[config.mk]
export PLATFORM = sky130hd
export DESIGN_NAME = bat_core
export DESIGN_NICKNAME = d
export VERILOG_FILES = /design/src/rtl/bat_pkg.sv /design/src/rtl/bat_core.sv
export SDC_FILE = /design/constraint.sdc
export NUM_CORES = 1
export LEC_CHECK = 0
export ABC_AREA = 1
export BUFFER_PORTS_ARGS = -buffer_cell sky130_fd_sc_hd__buf_2
export CORE_ASPECT_RATIO = 0.5
export CORE_MARGIN = 5
export CORE_UTILIZATION = 59
export DETAILED_ROUTE_END_ITERATION = 16
export PLACE_DENSITY = 0.87
export SLEW_MARGIN = 20
export SYNTH_ARGS = -nofsm -noshare
export SYNTH_HDL_FRONTEND = slang
export SYNTH_SLANG_ARGS = --single-unit
[constraint.sdc]
create_clock -name clk_i -period 8.75 [get_ports clk_i]
set_input_delay 1.75 -clock clk_i [delete_from_list [all_inputs] [get_ports clk_i]]
set_output_delay 1.75 -clock clk_i [all_outputs]
set_load 0.01 [all_outputs]
[src/rtl/bat_pkg.sv]
// Package for the bus access timing model: event and result beat types,
// event codes and burst timing constants. No dependencies.
package bat_pkg;

  // Event codes carried in the action field.
  typedef enum logic [2:0] {
    ACT_FETCH16  = 3'd0,
    ACT_FETCH32  = 3'd1,
    ACT_DATA_NS  = 3'd2,
    ACT_DATA_SEQ = 3'd3,
    ACT_INTERNAL = 3'd4,
    ACT_MARK_SEQ = 3'd5
  } bat_action_e;

  // Data access width codes.
  localparam logic [1:0] WIDTH_BYTE = 2'd0;
  localparam logic [1:0] WIDTH_HALF = 2'd1;

  // Fetch beats after which a main RAM burst is restarted.
  localparam logic [7:0] BURST_LIMIT = 8'd241;
  localparam logic [7:0] BURST_LEN_MAX = 8'hFF;
  // Burst start offset from which a 32-byte boundary restarts the burst.
  localparam logic [4:0] BOUNDARY_OFFSET = 5'h1A;

  typedef struct packed {
    logic [2:0]  action;
    logic [31:0] address;
    logic        is_write;
    logic [1:0]  width_code;
    logic [3:0]  region_id;
    logic        region_main_ram;
    logic        region_internal_ram;
    logic [5:0]  wait_nonseq;
    logic [5:0]  wait_seq;
    logic [7:0]  internal_cycles;
  } bat_in_t;

  typedef struct packed {
    logic [8:0] cycles_added;
    logic       fetch_sequential;
  } bat_out_t;

endpackage

[src/rtl/bat_core.sv]
// Timing state and per-event cost logic of the bus access timing model.
// Depends on bat_pkg.
module bat_core
  import bat_pkg::*;
(
  input  logic     clk_i,
  input  logic     rst_ni,
  input  logic     step_i,
  input  bat_in_t  item_i,
  output bat_out_t result_o
);

  // The burst end time is tracked as its lead over the timestamp (at most 5).
  logic [2:0] slack_q, slack_d;
  logic [7:0] burst_len_q, burst_len_d;
  logic [4:0] start_off_q, start_off_d;
  logic       next_seq_q, next_seq_d;
  logic       code_int_q, code_int_d;
  logic [3:0] data_id_q, data_id_d;
  logic       data_main_q, data_main_d;
  logic       data_int_q, data_int_d;
  logic [5:0] data_wns_q, data_wns_d;
  logic [5:0] data_ws_q, data_ws_d;

  logic [8:0] adv;
  logic       boundary;
  logic       do_start, do_beat, do_plain;
  logic [2:0] begin_c, term_c, beat_c;
  logic       fetch_seq, seq_ok, reload;
  logic       eff_main, eff_int;
  logic [5:0] eff_wns, eff_ws;
  logic [8:0] plain_adv;

  assign boundary = (start_off_q >= BOUNDARY_OFFSET) && (item_i.address[4:0] == 5'd0);
  assign reload   = (item_i.address[17:0] == 18'd0);
  assign eff_main = reload ? item_i.region_main_ram : data_main_q;
  assign eff_int  = reload ? item_i.region_internal_ram : data_int_q;
  assign eff_wns  = reload ? item_i.wait_nonseq : data_wns_q;
  assign eff_ws   = reload ? item_i.wait_seq : data_ws_q;

  always_comb begin
    slack_d     = slack_q;
    burst_len_d = burst_len_q;
    start_off_d = start_off_q;
    next_seq_d  = next_seq_q;
    code_int_d  = code_int_q;
    data_id_d   = data_id_q;
    data_main_d = data_main_q;
    data_int_d  = data_int_q;
    data_wns_d  = data_wns_q;
    data_ws_d   = data_ws_q;
    do_start    = 1'b0;
    do_beat     = 1'b0;
    do_plain    = 1'b0;
    begin_c     = 3'd0;
    term_c      = 3'd0;
    beat_c      = 3'd0;
    plain_adv   = 9'd0;
    fetch_seq   = 1'b0;
    seq_ok      = 1'b1;

    case (bat_action_e'(item_i.action))
      ACT_FETCH16, ACT_FETCH32: begin
        code_int_d = item_i.region_internal_ram;
        if (item_i.region_main_ram) begin
          fetch_seq  = next_seq_q && (burst_len_q < BURST_LIMIT) && !boundary;
          next_seq_d = fetch_seq;
          if (fetch_seq) begin
            do_beat = 1'b1;
            beat_c  = (item_i.action == ACT_FETCH32) ? 3'd2 : 3'd1;
            if (burst_len_q != BURST_LEN_MAX) begin
              burst_len_d = burst_len_q + 8'd1;
            end
          end else begin
            do_start = 1'b1;
            begin_c  = (item_i.action == ACT_FETCH32) ? 3'd6 : 3'd5;
            term_c   = 3'd3;
          end
        end else begin
          do_plain  = 1'b1;
          plain_adv = {3'd0, next_seq_q ? item_i.wait_seq : item_i.wait_nonseq};
        end
      end
      ACT_DATA_NS: begin
        data_id_d   = item_i.region_id;
        data_main_d = item_i.region_main_ram;
        data_int_d  = item_i.region_internal_ram;
        data_wns_d  = item_i.wait_nonseq;
        data_ws_d   = item_i.wait_seq;
        next_seq_d  = 1'b0;
        if (item_i.region_main_ram) begin
          do_start = 1'b1;
          if (item_i.is_write) begin
            case (item_i.width_code)
              WIDTH_BYTE: begin begin_c = 3'd4; term_c = 3'd4; end
              WIDTH_HALF: begin begin_c = 3'd3; term_c = 3'd5; end
              default:    begin begin_c = 3'd4; term_c = 3'd5; end
            endcase
          end else begin
            begin_c = item_i.width_code[1] ? 3'd6 : 3'd5;
            term_c  = 3'd3;
          end
        end else begin
          do_plain  = 1'b1;
          plain_adv = {3'd0, item_i.wait_nonseq} +
                      {8'd0, item_i.is_write & item_i.region_internal_ram & code_int_q};
        end
      end
      ACT_DATA_SEQ: begin
        if (reload) begin
          data_id_d   = item_i.region_id;
          data_main_d = item_i.region_main_ram;
          data_int_d  = item_i.region_internal_ram;
          data_wns_d  = item_i.wait_nonseq;
          data_ws_d   = item_i.wait_seq;
          seq_ok      = (item_i.region_id == data_id_q);
        end
        if (eff_main) begin
          if (seq_ok && !(!item_i.is_write && boundary)) begin
            do_beat = 1'b1;
            beat_c  = 3'd2;
          end else begin
            do_start = 1'b1;
            begin_c  = item_i.is_write ? 3'd4 : 3'd6;
            term_c   = item_i.is_write ? 3'd5 : 3'd3;
          end
        end else begin
          do_plain = 1'b1;
          if (seq_ok) begin
            plain_adv = {3'd0, eff_ws};
          end else begin
            plain_adv = {3'd0, eff_wns} +
                        {8'd0, item_i.is_write & eff_int & code_int_q};
          end
        end
      end
      ACT_INTERNAL: begin
        do_plain   = 1'b1;
        plain_adv  = {1'b0, item_i.internal_cycles};
        next_seq_d = 1'b0;
      end
      ACT_MARK_SEQ: begin
        next_seq_d = 1'b1;
      end
      default: begin
      end
    endcase

    // Advance the timestamp and move the burst end lead with it.
    if (do_start) begin
      adv         = {6'd0, slack_q} + {6'd0, begin_c};
      slack_d     = term_c;
      burst_len_d = {5'd0, begin_c};
      start_off_d = item_i.address[4:0];
    end else if (do_beat) begin
      adv = {6'd0, beat_c};
    end else if (do_plain) begin
      adv     = plain_adv;
      slack_d = (plain_adv >= {6'd0, slack_q}) ? 3'd0 : (slack_q - plain_adv[2:0]);
    end else begin
      adv = 9'd0;
    end
  end

  assign result_o.cycles_added     = adv;
  assign result_o.fetch_sequential = next_seq_d;

  always_ff @(posedge clk_i or negedge rst_ni) begin
    if (!rst_ni) begin
      slack_q     <= '0;
      burst_len_q <= '0;
      start_off_q <= '0;
      next_seq_q  <= 1'b0;
      code_int_q  <= 1'b0;
      data_id_q   <= '0;
      data_main_q <= 1'b0;
      data_int_q  <= 1'b0;
      data_wns_q  <= '0;
      data_ws_q   <= '0;
    end else if (step_i) begin
      slack_q     <= slack_d;
      burst_len_q <= burst_len_d;
      start_off_q <= start_off_d;
      next_seq_q  <= next_seq_d;
      code_int_q  <= code_int_d;
      data_id_q   <= data_id_d;
      data_main_q <= data_main_d;
      data_int_q  <= data_int_d;
      data_wns_q  <= data_wns_d;
      data_ws_q   <= data_ws_d;
    end
  end

endmodule

==> key figures <==
Place
  • I/O Buffers: 61
  • Routability cong.: 0.936
  • Setup WS pre-CTS: 2490 ps
  • Placed instance count: 595
  • Post-Place Cell Area: 3500 µm²
  • Hpwl dp: 6.37 mm

STA
  • Hold Fails Final Rpt: 0
  • Crit share post-route: 0.720
  • # setup viols final: 0
  • Setup TNS: 0 ps
  • FMAX: 159 MHz
  • Min cycle time layout: 6300 ps
  • Clk_skew: 7.27 ps
  • Final WS setup: 2450 ps
  • Worst-Margin Slew: 999 ps
  • Slew Limit Headroom: 0.329
  • Final max-slew violation count: 0
  • RSZ-0062 raised after global routing: false

Worst setup path
  • Element type at the critical path end: primary output
  • Critical path fanouts, max: 20
  • Crit path required time: 7000 ps
  • CP arrival: 4550 ps
  • Reg2reg setup slack: 5670 ps
  • R2R cell count: 21
  • Critical path launch point type: input pin
  • WS Path Type: input pin to primary output
  • Worst reg2reg endpoint: slack_q[1]
  • Worst r2r src: data_id_q[2]

Clock network
  • H-tree levels: 2
  • Clock Latency Late Sink: 290 ps
  • CTS max path bufs: 2
  • CTS tree: built
  • Setup Buffers After CTS: 0
  • CTS Sinks: 35
  • CTS Hold Bufs: 0
  • CTS Buf Count: 5
  • Root buf cell: clkbuf_8
  • CTS resizes: 0
  • Worst-path clk slew: 80 ps

Flow run
  • Number of max-cap violations: 0

Routing
  • Final WL: 8.47 mm
  • DR vias: 3374
  • Pre-antenna DRT Iters: 5
  • Drc violations: 0
  • Number of nets with antenna violations after routing: 0
  • Initial drt markers: 376
  • Post-DR wirelength/cell: 14.1 µm
  • Vias per inst: 5.60

Yosys
  • Number of flops mapped to enable cells by yosys: 0
  • Synthesized area: 3190 µm²
  • Seq/Total Area, Yosys: 0.275
  • Syn Nets: 560
  • Area contributors post-synth: dfrtp_1, nand2_1, inv_1
  • Area leader, netlist: dfrtp_1
  • Count leader, synth: nand2_1
  • Syn Inst Count: 478
  • Main synth FF type: dfrtp_1
  • Area share of the largest cell type after synthesis: 0.275
  • Syn_area_per_cell: 6.67 µm²
  • Synth async-reset ratio: 1.00
  • Count of cell types in the netlist: 48
  • Flops & latches, synth: 35
  • Ranking of synthesized cells by instance count: nand2_1, inv_1, o21ai_0, nor2_1, a21oi_1
  • YS warnings: 0

Die
  • DIE AREA: 7060 µm²
  • Num ports: 77
  • Core area: 5070 µm²
  • Die Ht: 62.0 µm
  • Die W: 114 µm
  • Core Rows: 18
  • Initial Utilization: 0.629

Finish
  • Ratio of cells with drive above 1 in the final layout: 0.178
  • Post-layout util: 0.713
  • Fin cells: 603
  • Area Growth Syn to Fin: 13.3%
  • Ant. Diodes: 0
  • Nets: 614
  • # fillers: 456
  • Design area: 3610 µm²

Worst hold path
  • Hold Crit Start: data_ws_q[0]
  • Hold crit path type: register to register
  • Min-Delay Endpoint: data_ws_q[0]
  • Hold path cells: 2

Global route
  • Largest net degree at the start of global routing: 36
  • Total GRT Usage: 0.245
  • First-pass GRT wire length: 13.6 mm
  • Total gr overflow: 0
  • Antenna violations before repair: 0
  • Vias in the first global route: 3019

Power
  • Peak supply drop: 0.0830 mV
  • LEAKAGE: 0.00193 µW
  • Cell Pwr Density: 161 nW/µm²

Outcome
  • Run status: finished, final reports clean
==> per-stage QoR <==
| step | power [µW] | hold WS [ps] |
|---|---|---|
| 6_report | 580 | 486 |
| 5_1_grt | 623 | 507 |
| 4_1_cts | 581 | 485 |
| 3_5_place_dp | 423 | 466 |
| 3_3_place_gp | 417 | 463 |
| 2_1_floorplan | 368 | 449 |
==> state kept, by name, summed over array words and instances, names as in the netlist <==
| register | cells |
|---|---|
| burst_len_q | 8 |
| code_int_q | 1 |
| data_id_q | 4 |
| data_int_q | 1 |
| data_main_q | 1 |
| data_wns_q | 6 |
| data_ws_q | 6 |
| next_seq_q | 1 |
| slack_q | 3 |
| start_off_q | 4 |
==> routing by layer <==
layer  vias to the layer above  global-route usage  wire, µm
met2                       151               0.426      3950
met4                         0              0.0761       148
met3                        20              0.0542       765
li1                       1677                   -         -
met5                         -                   0         0
met1                      1526               0.316      3610
==> final cells by class <==
type / instances / area, µm² / area share
flip-flops and latches: 35 / 876 / 0.242
well taps: 70 / 87.6 / 0.0242
clock buffers: 6 / 82.6 / 0.0229
multi-input cells: 354 / 1950 / 0.538
clock inverters: 2 / 35.0 / 0.00970
repair buffers: 61 / 305 / 0.0845
inverters: 75 / 282 / 0.0779
==> where the power goes <==
part	leakage (µW)	internal, µW	switching, µW	total (µW)
Clock	0.0000612	92.3	63.5	156
Sequential	0.000433	198	24.9	223
Combinational	0.00143	78.4	123	202
==> layout by cell type, fill, tap and decap left out, types with 2 or more instances in the layout <==
cell        n
nand3_4     2
fa_1        2
ha_1       13
a31oi_1     2
nor3_1      9
a21oi_2     2
clkbuf_8    6
o211ai_1    7
nor2_8      2
o21ai_1     3
buf_2      61
inv_2       2
nor2_4      3
nand2_1   106
o21ai_2     3
nand4_1    10
nor2_1     41
dfrtp_1    35
nor2_2      2
nand2_2     4
o21ai_0    53
xor2_1      5
inv_1      73
a21oi_1    36
nand3b_1    3
nand3_1    26
==> how the worst max path moves through the flow <==
| stage | startpoint | end | slack, ps | cells after the start |
|---|---|---|---|---|
| after floorplan | item_i[34] | result_o[2] | 3130 | 14 |
| after global placement | item_i[61] | result_o[4] | 2520 | 16 |
| after detailed placement | item_i[61] | result_o[4] | 2490 | 16 |
| after CTS | item_i[61] | result_o[4] | 2480 | 16 |
| after global routing | item_i[61] | result_o[4] | 2160 | 16 |
| final | item_i[61] | result_o[2] | 2450 | 13 |
==> critical path: stages <==
cell,delay [ps]
buf_2,180
inv_2,80
nor3_4,420
inv_1,410
a21oi_2,270
o21ai_2,120
inv_1,90
a21oi_1,60
o21a_1,150
fa_1,520
o21ai_0,100
or2_1,240
buf_2,140
==> cell families (layout without fill, tap and decap cells) <==
logic type / Yosys count / after routing / synth area share
xor gates and xnor gates: 6 / 6 / 0.0165
AOI/OAI and AO/OA: 116 / 116 / 0.206
DFF: 35 / 35 / 0.275
other: 1 / 1 / 0.00118
buffers and inverters: 89 / 144 / 0.115
and+or+nand+nor: 216 / 216 / 0.323
adders and majority gates: 15 / 15 / 0.0636
Power figures use the tool's default switching activity.
